===== src/hw/rtl/wqve_pkg.sv =====
`default_nettype none
// ----------------------------------------------------------------------------
// wqve_pkg: shared types and constants
// Request/result payloads, the basis job passed from front to back, codes.
// ----------------------------------------------------------------------------
package wqve_pkg;

    // action codes
    localparam logic [1:0] ACT_DEPTH  = 2'd0;
    localparam logic [1:0] ACT_SELECT = 2'd1;
    localparam logic [1:0] ACT_HOVER  = 2'd2;
    localparam logic [1:0] ACT_MAIN   = 2'd3;

    localparam int C_STRIPS_PER_FACE = 4;
    localparam int C_QUEUE_DEPTH     = 2;

    // vertex counts minus one
    localparam logic [4:0] C_LAST_DEPTH = 5'd3;
    localparam logic [4:0] C_LAST_MAIN  = 5'd7;
    localparam logic [4:0] C_LAST_FRAME = 5'(2 * C_STRIPS_PER_FACE * 4 - 1);

    // offsets in Q.9
    localparam logic signed [10:0] C_HALF_UNIT = 11'sd256;
    localparam logic signed [10:0] C_ONE_UNIT  = 11'sd512;
    localparam logic signed [21:0] C_SEL_STRIP = 22'sd1024;
    localparam logic signed [21:0] C_HOV_STRIP = 22'sd512;

    localparam logic [15:0] C_TEX_HALF = 16'd16384;
    localparam logic [15:0] C_TEX_ONE  = 16'd32768;
    localparam logic signed [15:0] C_RIGHT_ONE = 16'sd16384;

    typedef struct packed {
        logic [1:0]         action;
        logic signed [23:0] origin_x;
        logic signed [23:0] origin_y;
        logic signed [23:0] origin_z;
        logic signed [15:0] facing_x;
        logic signed [15:0] facing_y;
        logic signed [15:0] facing_z;
        logic [19:0]        span_width;
        logic [19:0]        span_height;
        logic [15:0]        uv_left;
        logic [15:0]        uv_right;
        logic               hover_active;
    } t_in_req;

    typedef struct packed {
        logic signed [23:0] pos_x;
        logic signed [23:0] pos_y;
        logic signed [23:0] pos_z;
        logic [15:0]        tex_s;
        logic [15:0]        tex_t;
        logic [7:0]         color_red;
        logic [7:0]         color_green;
        logic [7:0]         color_blue;
        logic               poly_end;
        logic               last;
    } t_out_res;

    // request with its right vector resolved
    typedef struct packed {
        t_in_req            req;
        logic signed [15:0] rgt_x;
        logic signed [15:0] rgt_y;
    } t_job;

    typedef enum logic [2:0] {
        FS_IDLE,
        FS_SQUARE,
        FS_CHECK,
        FS_ROOT,
        FS_DIVSET,
        FS_DIVIDE,
        FS_PUSH
    } t_front_state;

endpackage
`default_nettype wire


===== src/hw/rtl/wqve_queue.sv =====
`default_nettype none
// ----------------------------------------------------------------------------
// wqve_queue: job queue between front and back
// Small register FIFO so intake and vertex emission stall independently.
// ----------------------------------------------------------------------------
module wqve_queue
    import wqve_pkg::*;
#(
    parameter int DEPTH = C_QUEUE_DEPTH
) (
    input  wire logic i_clk,
    input  wire logic i_rst_n,
    input  wire logic i_push,
    input  wire t_job i_job,
    output logic      o_full,
    input  wire logic i_pop,
    output logic      o_empty,
    output t_job      o_job
);

    localparam int AW = (DEPTH > 1) ? $clog2(DEPTH) : 1;
    localparam int CW = $clog2(DEPTH + 1);

    t_job          r_mem [DEPTH];
    logic [AW-1:0] r_wptr, r_rptr;
    logic [CW-1:0] r_count;

    assign o_full  = (r_count == CW'(DEPTH));
    assign o_empty = (r_count == '0);
    assign o_job   = r_mem[r_rptr];

    // storage
    always_ff @(posedge i_clk) begin
        if (i_push) r_mem[r_wptr] <= i_job;
    end

    // pointers and fill level
    always_ff @(posedge i_clk) begin
        if (!i_rst_n) begin
            r_wptr  <= '0;
            r_rptr  <= '0;
            r_count <= '0;
        end else begin
            if (i_push) r_wptr <= (r_wptr == AW'(DEPTH - 1)) ? '0 : r_wptr + AW'(1);
            if (i_pop)  r_rptr <= (r_rptr == AW'(DEPTH - 1)) ? '0 : r_rptr + AW'(1);
            if (i_push && !i_pop)      r_count <= r_count + CW'(1);
            else if (i_pop && !i_push) r_count <= r_count - CW'(1);
        end
    end

`ifndef ASSERT_OFF
    a_no_overflow: assert property (@(posedge i_clk) disable iff (!i_rst_n)
        i_push |-> !o_full || i_pop)
        else $error("queue push while full");
    a_no_underflow: assert property (@(posedge i_clk) disable iff (!i_rst_n)
        i_pop |-> !o_empty)
        else $error("queue pop while empty");
`endif

endmodule
`default_nettype wire


===== config.mk =====
export PLATFORM = sky130hd
export DESIGN_NAME = wqve_queue
export DESIGN_NICKNAME = d
export VERILOG_FILES = /design/src/hw/rtl/wqve_pkg.sv /design/src/hw/rtl/wqve_queue.sv
export SDC_FILE = /design/constraint.sdc
export NUM_CORES = 1
export LEC_CHECK = 0
export BUFFER_PORTS_ARGS = -buffer_cell sky130_fd_sc_hd__buf_2
export CORE_UTILIZATION = 38
export DETAILED_ROUTE_END_ITERATION = 12
export MAX_ROUTING_LAYER = met4
export PLACE_DENSITY = 0.66
export SLEW_MARGIN = 20
export SYNTH_ARGS = -nofsm -noshare
export SYNTH_HDL_FRONTEND = slang
export SYNTH_SLANG_ARGS = --single-unit

===== constraint.sdc =====
create_clock -name i_clk -period 12.46 [get_ports i_clk]
set_input_delay 2.492 -clock i_clk [delete_from_list [all_inputs] [get_ports i_clk]]
set_output_delay 2.492 -clock i_clk [all_outputs]
set_load 0.02 [all_outputs]

# Word level (Yosys, flattened, before mapping)
# Memory sizes are Yosys's and may differ from the RTL's. A register that Yosys moved wholly into a read port is not among the register bits.
# Cells that the tools add are included.
[word_totals]
register_bits = 4
mem_bits_rw = 454
inputBits = 231
memories = 1
[memory_table]
columns = ["name", "words", "width", "read_ports", "rd_ports_with_merged_regs", "wr", "line_no", "source"]
rows = [
  ["r_mem", 2, 227, 1, 1, 1, "wqve_queue.sv:24", "t_job r_mem [DEPTH];"],
]
[classes]
addsub = 4
eq_ne = 1
mux = 8
n_reduce_logical = 6
[ops]
columns = ["cell", "count"]
rows = [
  ["$mux W1", 6],
  ["$mux W2", 2],
  ["$add A1 B1 Y1 const B", 2],
  ["$add A2 B1 Y2 const B", 1],
  ["$eq A2 B2 Y1 const B", 1],
  ["$logic_and A1 B1 Y1", 2],
  ["$logic_not A1 Y1", 2],
  ["$logic_not A2 Y1", 1],
  ["$reduce_bool A2 Y1", 1],
  ["$sub A2 B1 Y2 const B", 1],
]

# Longest topological paths before layout
[logic_depth]
depth_word = 4
depth_mapped = 5
mapped_depth_nobuf = 5

# Worst setup path after synthesis
# OpenSTA, ideal clock, no wires.
[synth_path]
kind = "input port to flip-flop"
startpoint = "input port i_push"
endpoint = "register r_wptr"
setup_time_ns = 0.105
arrival_time_ns = 13.071
t_required_ns = 12.355
path_slack_ns = -0.715
stages = 2
path_buffers = 0
cell_sequence = "nor2b_1 > o21a_1"
[synth_lines]
columns = ["item", "line_no", "source"]
rows = [
  ["start, declared", "wqve_queue.sv:13", "input wire logic i_push,"],
  ["end signal, assigned", "wqve_queue.sv:44", "if (i_push) r_wptr <= (r_wptr == AW'(DEPTH - 1)) ? '0 : r_wptr + AW'(1);"],
  ["end, declared", "wqve_queue.sv:25", "logic [AW-1:0] r_wptr, r_rptr;"],
]

==> impl_metrics.env <==
export IMPL_status="complete, no violations"
export IMPL_hold_slack_ps=515
export IMPL_synth_most_common_cell="edfxtp_1"
export IMPL_cts_sinks=459
export IMPL_die_h_um=212
export IMPL_async_flop_share_pct=0
export IMPL_nNetsFinal=1453
export IMPL_skew_ps=14.2
export IMPL_final_max_slew_viol_count=0
export IMPL_overflow=0
export IMPL_yosys_area_top_type="edfxtp_1"
export IMPL_leakage_nw=7.91
export IMPL_clockBufferDepth=3
export IMPL_synth_seq_cells=459
export IMPL_grt_max_degree=74
export IMPL_cts_resized=0
export IMPL_path_class="flip-flop to output pin"
export IMPL_hold_buffers=0
export IMPL_cap_violations=0
export IMPL_grt_pass1_vias=9024
export IMPL_setup_viol=0
export IMPL_crit_path_start_kind="flip-flop"
export IMPL_clk_latency_ps=550
export IMPL_syn_avg_cell_area_um2=22.9
export IMPL_hp_class="flip-flop to flip-flop"
export IMPL_dieArea_mm2=0.0448
export IMPL_synth_top_area_share_pct=81.7
export IMPL_portBuffers=459
export IMPL_finalCriticalPeriod_ps=5990
export IMPL_ir_drop_v=0.000127
export IMPL_synth_edff_count=454
export IMPL_tns_ps=0
export IMPL_placed_cells=1757
export IMPL_h_tree_depth=2
export IMPL_cts_setup_buffers=0
export IMPL_wire_per_inst_um=19.3
export IMPL_fill_cells=3716
export IMPL_layoutNonFillerInstCount=1851
export IMPL_seq_area_frac_synth_pct=82.3
export IMPL_drc_errors=0
export IMPL_clk_pin_slew_ps=60
export IMPL_via_per_inst=4.63
export IMPL_final_hold_violation_count=0
export IMPL_rows=76
export IMPL_fin_crit_sh_pct=48.1
export IMPL_ant_nets=0
export IMPL_worst_slew_pin_slew_ps=1020
export IMPL_ys_top_cells_by_area="edfxtp_1, mux2_2, mux2_4, dfxtp_1, buf_4"
export IMPL_synth_warnings=0
export IMPL_vias=8565
export IMPL_antenna_found_initial=10
export IMPL_cp_num_buf_inv=3
export IMPL_slowest_stage="buf_4"
export IMPL_tritoncts="built"
export IMPL_root_buffer="clkbuf_16"
export IMPL_p_per_area_mw_per_mm2=169
export IMPL_crit_fanout=73
export IMPL_grt_pass1_wl_um=50900
export IMPL_ys_flop_type="edfxtp_1"
export IMPL_drt_initial_drc_count=429
export IMPL_synthToLayoutAreaGrowth_pct=26.8
export IMPL_synthesis_area_mm2=0.0167
export IMPL_finalPower_mw=3.59
export IMPL_first_pass_iters=4
export IMPL_syn_inst=728
export IMPL_cp_top_family="buffers and inverters"
export IMPL_coreArea_mm2=0.0432
export IMPL_synth_commonest_cells="edfxtp_1, mux2_2, mux2_4, buf_4, buf_2"
export IMPL_drt_total_wl_um=35700
export IMPL_initial_core_util_pct=38.7
export IMPL_end_kind="output pin"
export IMPL_cts_buffers=47
export IMPL_critPathRequiredTime_ps=9970
export IMPL_dp_hpwl_um=24400
export IMPL_place_congestion=0.821
export IMPL_cp_arrival_ps=3500
export IMPL_fmax_mhz=167
export IMPL_path_cells="buf_4 > buf_4 > mux2_2 > buf_2"
export IMPL_max_slew_margin_rel_pct=31.9
export IMPL_drive_gt1_share_pct=60.4
export IMPL_die_x_um=212
export IMPL_synth_cell_types=18
export IMPL_cp_common_cell="buf_4"
export IMPL_syn_nets=960
export IMPL_pin_count=460
export IMPL_track_usage_pct=15.7
export IMPL_grt_setup_unrepaired="no"
export IMPL_cp_slowest_stage_delay_ps=810
## report_power, final
group | total, mW | leakage, nW | internal (mW) | switching [mW]
Combinational | 0.404 | 2.88 | 0.164 | 0.240
Sequential | 1.81 | 4.30 | 1.79 | 0.0235
Clock | 1.37 | 0.726 | 0.819 | 0.551
Total | 3.59 | 7.91 | 2.77 | 0.815
## cells in the final DEF (no fill, tap or decap)
cell type and instances:
clkinvlp_4 2, mux2_2 197, mux2_4 30, o21a_1 1, edfxtp_1 454, buf_2 459
ha_1 1, xor2_1 2, clkbuf_16 49, nor2_1 1, clkinv_2 2, dfxtp_4 1
and2_4 1, nor2b_4 1, o21ai_0 1, dfxtp_1 4, a21boi_0 1, buf_4 10
clkinv_1 14, inv_1 1, diode_2 9, clkbuf_1 11, nor2b_1 2, or3_1 1
xnor2_1 1, bufinv_16 5, clkinv_4 2, and2_1 3
## state kept, by name (all words and copies together) (netlist names), named ones only
name     count
r_wptr       1
r_count      2
r_rptr       1
r_mem      454
## logic make-up after synthesis
family                     synth area share [%]
buffers and inverters                      1.09
and+or+nand+nor                           0.322
muxes                                      16.0
AOI/OAI and AO/OA                         0.120
adders and majority gates                0.0749
DFF                                        82.3
xor gates and xnor gates                  0.157
## final timing paths
check,from,cells past startpoint,endpoint,slack [ps]
min,r_count[1]$_SDFFE_PN0P_,2,r_count[1]$_SDFFE_PN0P_,510
max reg2reg,r_wptr$_SDFFE_PN0P_,3,r_mem[1][146]$_DFFE_PP_,9450
min reg2reg,r_count[1]$_SDFFE_PN0P_,2,r_count[1]$_SDFFE_PN0P_,510
max,flip-flop,4,o_job[206],6470
## area by class of cell
class / instances / area (um2) / area share, %
well taps: 585 / 732 / 3.46
diodes: 9 / 22.5 / 0.106
multi-input cells: 243 / 2790 / 13.2
clock buffers: 60 / 1270 / 5.99
inverters: 1 / 3.75 / 0.0177
flip-flops and latches: 459 / 13700 / 64.9
clock inverters: 25 / 245 / 1.16
repair buffers: 469 / 2370 / 11.2
## routing by layer
metal / up-vias / global-route usage, % / wire [um]
li1: 3910 / - / -
met1: 4221 / 17.0 / 13300
met2: 350 / 26.1 / 18300
met3: 84 / 4.55 / 2670
met4: 0 / 8.25 / 1390
met5: - / - / 0
## tightest hold or removal path, stage by stage, from the launching register on
cell	delay (ps)
dfxtp_1	330
o21ai_0	70
a21boi_0	70
## through the flow
stage | setup slack, ps | util (%) | area (um2)
2_1_floorplan | 3600 | - | 16700
3_3_place_gp | 7100 | 45.5 | 19600
3_5_place_dp | 7040 | 45.5 | 19600
4_1_cts | 6410 | 49.0 | 21100
5_1_grt | 6260 | 49.0 | 21200
6_report | 6470 | 49.0 | 21200
(Power assumes the default switching activity.)
