### src/hw/rtl/wqve_pkg.sv
`default_nettype none
// ----------------------------------------------------------------------------
// wqve_pkg: shared types and constants
// Request/result payloads, the basis job passed from front to back, codes.
// ----------------------------------------------------------------------------
package wqve_pkg;

    // action codes
    localparam logic [1:0] ACT_DEPTH  = 2'd0;
    localparam logic [1:0] ACT_SELECT = 2'd1;
    localparam logic [1:0] ACT_HOVER  = 2'd2;
    localparam logic [1:0] ACT_MAIN   = 2'd3;

    localparam int C_STRIPS_PER_FACE = 4;
    localparam int C_QUEUE_DEPTH     = 2;

    // vertex counts minus one
    localparam logic [4:0] C_LAST_DEPTH = 5'd3;
    localparam logic [4:0] C_LAST_MAIN  = 5'd7;
    localparam logic [4:0] C_LAST_FRAME = 5'(2 * C_STRIPS_PER_FACE * 4 - 1);

    // offsets in Q.9
    localparam logic signed [10:0] C_HALF_UNIT = 11'sd256;
    localparam logic signed [10:0] C_ONE_UNIT  = 11'sd512;
    localparam logic signed [21:0] C_SEL_STRIP = 22'sd1024;
    localparam logic signed [21:0] C_HOV_STRIP = 22'sd512;

    localparam logic [15:0] C_TEX_HALF = 16'd16384;
    localparam logic [15:0] C_TEX_ONE  = 16'd32768;
    localparam logic signed [15:0] C_RIGHT_ONE = 16'sd16384;

    typedef struct packed {
        logic [1:0]         action;
        logic signed [23:0] origin_x;
        logic signed [23:0] origin_y;
        logic signed [23:0] origin_z;
        logic signed [15:0] facing_x;
        logic signed [15:0] facing_y;
        logic signed [15:0] facing_z;
        logic [19:0]        span_width;
        logic [19:0]        span_height;
        logic [15:0]        uv_left;
        logic [15:0]        uv_right;
        logic               hover_active;
    } t_in_req;

    typedef struct packed {
        logic signed [23:0] pos_x;
        logic signed [23:0] pos_y;
        logic signed [23:0] pos_z;
        logic [15:0]        tex_s;
        logic [15:0]        tex_t;
        logic [7:0]         color_red;
        logic [7:0]         color_green;
        logic [7:0]         color_blue;
        logic               poly_end;
        logic               last;
    } t_out_res;

    // request with its right vector resolved
    typedef struct packed {
        t_in_req            req;
        logic signed [15:0] rgt_x;
        logic signed [15:0] rgt_y;
    } t_job;

    typedef enum logic [2:0] {
        FS_IDLE,
        FS_SQUARE,
        FS_CHECK,
        FS_ROOT,
        FS_DIVSET,
        FS_DIVIDE,
        FS_PUSH
    } t_front_state;

endpackage
`default_nettype wire

### src/hw/rtl/wqve_back.sv
`default_nettype none
// ----------------------------------------------------------------------------
// wqve_back: vertex emitter
// Walks the vertices of a job, one per cycle: offset select, multiply,
// then sum with round and saturate into the result register.
// ----------------------------------------------------------------------------
module wqve_back
    import wqve_pkg::*;
(
    input  wire logic i_clk,
    input  wire logic i_rst_n,
    input  wire logic i_q_empty,
    input  wire t_job i_q_job,
    output logic      o_q_pop,
    output logic      o_res_valid,
    output t_out_res  o_res
);

    typedef struct packed {
        logic [15:0] tex_s;
        logic [15:0] tex_t;
        logic [7:0]  red;
        logic [7:0]  green;
        logic [7:0]  blue;
        logic        poly_end;
        logic        last;
    } t_attr;

    typedef struct packed {
        logic signed [21:0] xo;
        logic signed [21:0] yo;
        logic signed [10:0] doff;
        t_job               job;
        t_attr              attr;
    } t_s1;

    typedef struct packed {
        logic signed [37:0] px;
        logic signed [37:0] py;
        logic signed [26:0] nx;
        logic signed [26:0] ny;
        logic signed [26:0] nz;
        logic signed [21:0] yo;
        logic signed [23:0] ox;
        logic signed [23:0] oy;
        logic signed [23:0] oz;
        t_attr              attr;
    } t_s2;

    logic       r_active;
    logic [4:0] r_k, r_kmax;
    t_job       r_job;
    logic       r_s1_valid, r_s2_valid;
    t_s1        r_s1;
    t_s2        r_s2;
    logic       r_out_valid;
    t_out_res   r_out;

    logic               w_done;
    t_s1                w_s1;
    logic signed [21:0] w_hw, w_hh, w_bw, w_x0, w_y0, w_x1, w_y1, w_x, w_y;
    logic [1:0]         w_i, w_j;
    logic               w_face;
    logic signed [41:0] w_sx, w_sy, w_sz;

    // saturating round to Q.8
    function automatic logic signed [23:0] to_pos(input logic signed [41:0] acc);
        logic signed [26:0] p;
        p = 27'((acc + 42'sd16384) >>> 15);
        if (p > 27'sd8388607)       return 24'sh7FFFFF;
        else if (p < -27'sd8388608) return 24'sh800000;
        else                        return p[23:0];
    endfunction

    // job sequencing
    assign w_done  = !r_active || (r_k == r_kmax);
    assign o_q_pop = w_done && !i_q_empty;

    always_ff @(posedge i_clk) begin
        if (!i_rst_n) begin
            r_active <= 1'b0;
        end else if (w_done) begin
            r_active <= !i_q_empty;
        end
    end

    always_ff @(posedge i_clk) begin
        if (o_q_pop) begin
            r_job <= i_q_job;
            r_k   <= '0;
            case (i_q_job.req.action)
                ACT_DEPTH: r_kmax <= C_LAST_DEPTH;
                ACT_MAIN:  r_kmax <= C_LAST_MAIN;
                default:   r_kmax <= C_LAST_FRAME;
            endcase
        end else if (r_active) begin
            r_k <= r_k + 5'd1;
        end
    end

    // offset select for vertex r_k
    assign w_i    = r_k[1:0];
    assign w_j    = r_k[3:2];
    assign w_face = r_k[4];
    assign w_hw   = 22'(signed'({1'b0, r_job.req.span_width}));
    assign w_hh   = 22'(signed'({1'b0, r_job.req.span_height}));
    assign w_bw   = (r_job.req.action == ACT_SELECT) ? C_SEL_STRIP : C_HOV_STRIP;

    always_comb begin
        case (w_j)
            2'd0: begin
                w_x0 = -w_hw;        w_y0 = -w_hh;
                w_x1 = -w_hw + w_bw; w_y1 = w_hh;
            end
            2'd1: begin
                w_x0 = w_hw - w_bw;  w_y0 = -w_hh;
                w_x1 = w_hw;         w_y1 = w_hh;
            end
            2'd2: begin
                w_x0 = -w_hw + w_bw; w_y0 = w_hh - w_bw;
                w_x1 = w_hw - w_bw;  w_y1 = w_hh;
            end
            default: begin
                w_x0 = -w_hw + w_bw; w_y0 = -w_hh;
                w_x1 = w_hw - w_bw;  w_y1 = -w_hh + w_bw;
            end
        endcase
        w_x = (w_i == 2'd0 || w_i == 2'd3) ? w_x0 : w_x1;
        w_y = (w_i[1] == 1'b0) ? w_y0 : w_y1;
    end

    always_comb begin
        w_s1.job           = r_job;
        w_s1.attr.poly_end = (w_i == 2'd3);
        w_s1.attr.last     = (r_k == r_kmax);
        w_s1.attr.tex_s    = C_TEX_HALF;
        w_s1.attr.tex_t    = C_TEX_HALF;
        w_s1.attr.red      = 8'd0;
        w_s1.attr.green    = 8'd0;
        w_s1.attr.blue     = 8'd0;
        w_s1.xo            = (w_i == 2'd0 || w_i == 2'd3) ? -w_hw : w_hw;
        w_s1.yo            = (w_i[1] == 1'b0) ? -w_hh : w_hh;
        w_s1.doff          = C_HALF_UNIT;
        unique case (r_job.req.action)
            ACT_DEPTH: ;
            ACT_SELECT, ACT_HOVER: begin
                w_s1.xo   = w_face ? -w_x : w_x;
                w_s1.yo   = w_y;
                w_s1.doff = w_face ? -C_HALF_UNIT : C_HALF_UNIT;
                w_s1.attr.red   = 8'd255;
                w_s1.attr.green = (r_job.req.action == ACT_SELECT) ? 8'd60 : 8'd0;
            end
            default: begin
                // main quad: back face mirrors x and depth
                if (r_k[2]) w_s1.xo = -w_s1.xo;
                w_s1.doff          = r_k[2] ? -C_ONE_UNIT : C_ONE_UNIT;
                w_s1.attr.tex_s    = (w_i == 2'd0 || w_i == 2'd3) ? r_job.req.uv_right
                                                                  : r_job.req.uv_left;
                w_s1.attr.tex_t    = (w_i[1] == 1'b0) ? C_TEX_ONE : 16'd0;
                w_s1.attr.red      = 8'd255;
                w_s1.attr.green    = 8'd255;
                w_s1.attr.blue     = 8'd255;
            end
        endcase
    end

    // pipeline valids
    always_ff @(posedge i_clk) begin
        if (!i_rst_n) begin
            r_s1_valid  <= 1'b0;
            r_s2_valid  <= 1'b0;
            r_out_valid <= 1'b0;
        end else begin
            r_s1_valid  <= r_active;
            r_s2_valid  <= r_s1_valid;
            r_out_valid <= r_s2_valid;
        end
    end

    // offset register and multiply stage
    always_ff @(posedge i_clk) begin
        r_s1    <= w_s1;
        r_s2.px <= r_s1.job.rgt_x * r_s1.xo;
        r_s2.py <= r_s1.job.rgt_y * r_s1.xo;
        r_s2.nx <= r_s1.job.req.facing_x * r_s1.doff;
        r_s2.ny <= r_s1.job.req.facing_y * r_s1.doff;
        r_s2.nz <= r_s1.job.req.facing_z * r_s1.doff;
        r_s2.yo <= r_s1.yo;
        r_s2.ox <= r_s1.job.req.origin_x;
        r_s2.oy <= r_s1.job.req.origin_y;
        r_s2.oz <= r_s1.job.req.origin_z;
        r_s2.attr <= r_s1.attr;
    end

    // sum, round, saturate
    assign w_sx = (42'(r_s2.ox) <<< 15) + 42'(r_s2.px) + 42'(r_s2.nx);
    assign w_sy = (42'(r_s2.oy) <<< 15) + 42'(r_s2.py) + 42'(r_s2.ny);
    assign w_sz = (42'(r_s2.oz) <<< 15) + (42'(r_s2.yo) <<< 14) + 42'(r_s2.nz);

    always_ff @(posedge i_clk) begin
        r_out.pos_x       <= to_pos(w_sx);
        r_out.pos_y       <= to_pos(w_sy);
        r_out.pos_z       <= to_pos(w_sz);
        r_out.tex_s       <= r_s2.attr.tex_s;
        r_out.tex_t       <= r_s2.attr.tex_t;
        r_out.color_red   <= r_s2.attr.red;
        r_out.color_green <= r_s2.attr.green;
        r_out.color_blue  <= r_s2.attr.blue;
        r_out.poly_end    <= r_s2.attr.poly_end;
        r_out.last        <= r_s2.attr.last;
    end

    assign o_res_valid = r_out_valid;
    assign o_res       = r_out;

`ifndef ASSERT_OFF
    a_k_steps: assert property (@(posedge i_clk) disable iff (!i_rst_n)
        (r_active && !w_done) |=> (r_k == $past(r_k) + 5'd1))
        else $error("vertex counter skipped");
    a_last_closes_quad: assert property (@(posedge i_clk) disable iff (!i_rst_n)
        (r_out_valid && r_out.last) |-> r_out.poly_end)
        else $error("item ended inside a quad");
`endif

endmodule
`default_nettype wire

### config.mk
export PLATFORM = sky130hd
export DESIGN_NAME = wqve_back
export DESIGN_NICKNAME = d
export VERILOG_FILES = /design/src/hw/rtl/wqve_pkg.sv /design/src/hw/rtl/wqve_back.sv
export SDC_FILE = /design/constraint.sdc
export NUM_CORES = 2
export LEC_CHECK = 0
export ABC_AREA = 1
export BUFFER_PORTS_ARGS = -buffer_cell sky130_fd_sc_hd__buf_2
export CAP_MARGIN = 20
export CORE_UTILIZATION = 50
export CTS_BUF_LIST = sky130_fd_sc_hd__clkbuf_8
export DETAILED_ROUTE_END_ITERATION = 10
export PLACE_DENSITY = 0.67
export SLEW_MARGIN = 20
export SYNTH_ARGS = -nofsm -noshare
export SYNTH_HDL_FRONTEND = slang
export SYNTH_SLANG_ARGS = --single-unit
### constraint.sdc
create_clock -name i_clk -period 26.6 [get_ports i_clk]
set_clock_uncertainty 0.2 [all_clocks]
set_input_delay 1.33 -clock i_clk [delete_from_list [all_inputs] [get_ports i_clk]]
set_output_delay 1.33 -clock i_clk [all_outputs]
set_load 0.01 [all_outputs]
---- Word-level counts from Yosys, hierarchy flattened ----
Index checks and enable logic that the tools add are counted.
word-level totals
  output and inout bits ................... 132
  register bits ........................... 944
  logic and storage cells ................. 136
operators by class
  equality and inequality tests ........... 7
  muxes and demuxes ....................... 25
  reduce and logical (&&, ||, !) cells .... 12
  $add $sub $neg .......................... 18
  multiply operators ...................... 5
  magnitude comparators ................... 6
operator list
  cell                                                  number
  two-way mux 22 bit                                    9
  one-hot mux 22 bit (2 select lines)                   3
  adder 41 x 16 -> 42 bit, second input constant        3
  adder 40 x 27 -> 41 bit                               3
  > comparator 27 x 24 -> 1 bit, second input constant  3
  < comparator 27 x 24 -> 1 bit, second input constant  3
  multiplier 16 x 11 -> 27 bit                          3
  adder 39 x 38 -> 40 bit                               2
  multiplier 16 x 22 -> 38 bit                          2
  two-way mux 24 bit                                    3
  adder 22 x 12 -> 22 bit                               2
  negation 20 -> 22 bit                                 2
  negation 22 bit                                       2
  subtractor 20 x 11 -> 21 bit                          2
  adder 39 x 36 -> 40 bit                               1
  two-way mux 11 bit                                    3
  two-way mux 16 bit                                    2
  one-hot mux 16 bit (2 select lines)                   1
  one-hot mux 11 bit (2 select lines)                   1
  one-hot mux 5 bit (2 select lines)                    1
  equality test 2 bit, second input constant            4
  zero test 2 bit                                       4
  two-way mux 8 bit                                     1
  two-way mux 6 bit                                     1
  8 further kinds                                       12

---- Longest topological paths before layout ----
  depth after elaboration ................. 8
  gate-level depth with buffers ........... 29
  depth with buffers taken out ............ 29

---- Least setup slack after synthesis ----
Ideal clock, no wire load.
  path type ............................... reg2out
  start point ............................. register r_k[3]
  end point ............................... output o_q_pop
  cell stages (with the launch flop) ...... 8
  data arrival time ....................... 11.258 ns
  data required time ...................... 25.070 ns
  setup slack ............................. 13.812 ns
  cells stage by stage .................... dfxtp_1 buf_2 buf_2 buf_2 nand3_1 a211oi_1 nor2_1 nor2_1
RTL lines
  item                      line             source
  start: declaration        wqve_back.sv:51  logic [4:0] r_k, r_kmax;
  start signal: assignment  wqve_back.sv:97  r_k <= r_k + 5'd1;
  end: declaration          wqve_back.sv:14  output logic o_q_pop,

---- Worst setup path after layout ----
  start point ............................. register r_s1[65] in the netlist's numbering
  end point ............................... register r_s2[268] in the netlist's numbering
between the ends
  longest elaborated chain between the ends .. 1
ends and longest elaborated chain
  item                          line              source
  start: declaration            wqve_back.sv:54   t_s1 r_s1;
  start signal: assignment      wqve_back.sv:182  r_s1 <= w_s1;
  multiplier 16 x 22 -> 38 bit  wqve_back.sv:184  r_s2.py <= r_s1.job.rgt_y * r_s1.xo;
  end: declaration              wqve_back.sv:55   t_s2 r_s2;
No other way between the ends.
A chain may end at the register's enable or synchronous reset.

==> summary.md <==
| Metric | Value |
|---|---|
| Req. time, crit path | between 20 and 30 ns |
| Pre-Repair DR Iteration Count | 7 |
| H-Tree Depth | 4 |
| Initial antenna violation count | 4 |
| Register bit count reported by yosys | 782 |
| Max FO, Critical Path | 22 |
| Worst hold endpoint | r_s1[265] |
| Post CTS Setup Buffer Count | 0 |
| Core Area | approximately 120000 sq um |
| Top-Level Pins | 362 |
| Die H | between 300 and 400 microns |
| Routed vias | 45060 |
| Avg Inst Size Synth | 9.019 sq um |
| CTS Root Buffer Type | clkbuf_8 |
| R2R Path End | r_s2[268] |
| Hold path startpoint | r_job[207] |
| Setup TNS | 0 ns |
| Vias per inst | 5.055 |
| Final min period | 6.961 ns |
| Commonest non-fill, non-tap cells in the layout | inv_1 (1511), nand2_1 (1456), fa_1 (812) |
| GP Congestion | 0.9042 |
| Critical Path End Type | register |
| Worst slew margin | 21.13% |
| Crit Path Category | reg2reg |
| ANT nets after route | 0 |
| DR DRC count | 0 |
| Starting Density | approximately half |
| CP max stage delay | 1.06 ns |
| CTS Buf Count | between 100 and 150 |
| RSZ-0062 raised after global routing | false |
| Worst reg2reg setup slack | 19.64 ns |
| Fin. Hold Viols | 0 |
| Worst-Skew Late Latency | 0.90 ns |
| Most used DFF post-synth | dfxtp_1 |
| Share of cells above drive strength 1 | around 10% |
| Count of different cell masters after synthesis | just over 60 |
| Hold_buf cts | 0 |
| Fill cells | roughly 11000 |
| Dpl hpwl | 113.6 mm |
| Number of enable flip-flop cells after synthesis | 228 |
| Syn. warnings | 0 |
| Clk slew on worst S/H paths | roughly 0.070 ns |
| Gr usage total | 24.21% |
| 1st-iter DRT viols | between 2000 and 3000 |
| Reg2reg start | r_s1[65] |
| CTS Sinks | 782 |
| Most common cell after layout, fill and taps aside | inv_1 |
| Final WL | 148.0 mm |
| Vias in the first global route | 46820 |
| Register-to-Register Path Depth | 24 |
| Delay-heaviest family, CP | adder cells |
| Register area share after synthesis | 28.93% |
| Area share of the largest cell type after synthesis | 26.22% |
| Clk buf depth | 3 |
| Top post-synthesis cells by area | fa_1 (26%), dfxtp_1 (18%), edfxtp_1 (11%) |
| Worst-margin pin slew | 1.181 ns |
| Synthesized area | 62000 sq um |
| CTS resizes | 0 |
| Most frequent CP cell | fa_1 |
| Grt total ovfl | 0 |
| Element type at the critical path start | register |
| Fraction of registers with async set/reset | 0% |
| Status | finished, final reports clean |
| Largest net degree at the start of global routing | 61 |
| Final-report setup violation count | 0 |
| Final slew viol count | 0 |
| Final Net Count | 8730 |
| Total Die Area | 125400 sq um |
| IO Port Bufs | 346 |
| Hold WC Path Type | reg2reg |
| WL/cell | 16.60 microns |
| Synth area leader | fa_1 |
| Slowest-stage cell, CP | dfxtp_1 |
| Hold depth | 0 |
| First-pass GRT wire length | 240.8 mm |
| Worst path arrival time | between 7 and 8 ns |
| CTS tree | done |
| Max Cap Violations | 0 |
| Fmax achieved | 0.1437 GHz |
| Die width | approximately 350 microns |
| Gate Count Post-Synth | about 7000 |
| CP Cell Sequence | nand2_1 -> fa_1 -> inv_1 -> fa_1 -> inv_1 -> fa_1 -> inv_1 -> fa_1 -> inv_1 -> fa_1 -> inv_1 -> fa_1 -> ha_1 -> nand2_1 -> nor2_1 -> nand3_1 -> nand2_1 -> a21boi_1 -> o21ai_0 -> a21boi_1 -> o21ai_0 -> nand2_1 -> nand2_1 -> xor2_1 |
| Area grow syn2layout | 10.03% |
| WP buf/inv | 5 |
| Final period utilization | 26.17% |
| # rows | between 100 and 150 |
Yosys cell counts, drive strengths merged, types with 55 or more instances:
master and count:
edfxtp 228, xor2 163, or2 55, nor2 344, buf 76, xnor2 79
clkbuf 162, nand3 141, fa 812, inv 1489, nand2 1473, ha 517
dfxtp 554, a21oi 285, o21ai 230
worst register-to-register path, delay by kind of cell (launching register included):
kind	cells	cell delay, ns
fa+ha+maj	7	3.42
simple gates	7	0.87
buf+inv	5	0.27
compound gates	4	0.89
xor+xnor	1	0.16
flops	1	1.06
registers in the layout (all words and copies together) (netlist names):
| register | count |
|---|---|
| o_res | 95 |
| r_active | 1 |
| r_k | 5 |
| r_s1_valid | 1 |
| r_s2_valid | 1 |
| o_res_valid | 1 |
| r_kmax | 2 |
| r_job | 226 |
| r_s1 | 222 |
| r_s2 | 228 |
layer usage:
layer  GRT usage [%]  share of wire [%]  vias up  wire length [microns]
met1           31.42                 43    21890                  63430
met4           9.586                3.7        2                   5524
met3           3.702                5.5      309                   8138
met2           40.62                 48     1296                  70900
li1                -                  -    21570                      -
met5               0             0.0088        -                     13
logic make-up after synthesis:
group / Yosys count / synth area share [%]
AO/OA/AOI/OAI: 698 / 6.414
XOR/XNOR: 242 / 3.419
adder cells (fa/ha/maj): 1329 / 36.65
buffers and inverters: 1729 / 10.75
flip-flops: 782 / 28.93
other: 1 / 0.006049
AND/OR/NAND/NOR: 2093 / 13.83
worst max path at each step:
stage,startpoint,to,slack [ns],depth (start not counted)
3_5_place_dp,r_s1[328],r_s2[269],19.72,22
4_1_cts,r_s1[65],r_s2[268],19.72,24
3_3_place_gp,r_s1[328],r_s2[269],19.77,22
2_1_floorplan,r_k[3],o_q_pop,13.81,7
6_report,r_s1[65],r_s2[268],19.64,24
5_1_grt,r_s1[328],r_s2[269],19.33,22
stage by stage:
| step | utilization, % | setup WS, ns | cell area, sq um | cells | hold WS (ns) |
|---|---|---|---|---|---|
| 6_report | 55.75 | 19.64 | 68210 | 8915 | 0.1094 |
| 5_1_grt | 55.75 | 19.33 | 68210 | 8915 | 0.09244 |
| 4_1_cts | 55.74 | 19.72 | 68200 | 8909 | 0.09118 |
| 3_5_place_dp | 53.19 | 19.72 | 65090 | 8661 | 0.1121 |
| 3_3_place_gp | 53.19 | 19.77 | 65090 | 8661 | 0.1110 |
| 2_1_floorplan | - | 13.81 | 62040 | 6887 | 0.1096 |
layout make-up:
class                           instances  area [sq um]  share of cell area [%]
Clock inverter                         95          1003                   1.471
Clock buffer                          153          2106                   3.087
Sequential cell                       782         17960                   26.33
Timing Repair Buffer                  387          2039                   2.990
Inverter                             1491          5597                   8.204
Multi-Input combinational cell       4376         37460                   54.91
Antenna cell                            6         15.01                 0.02201
Tap cell                             1625          2033                   2.981
Power is not shown: default switching activity piles up to over one toggle a cycle in this logic, so the estimate is an artifact.
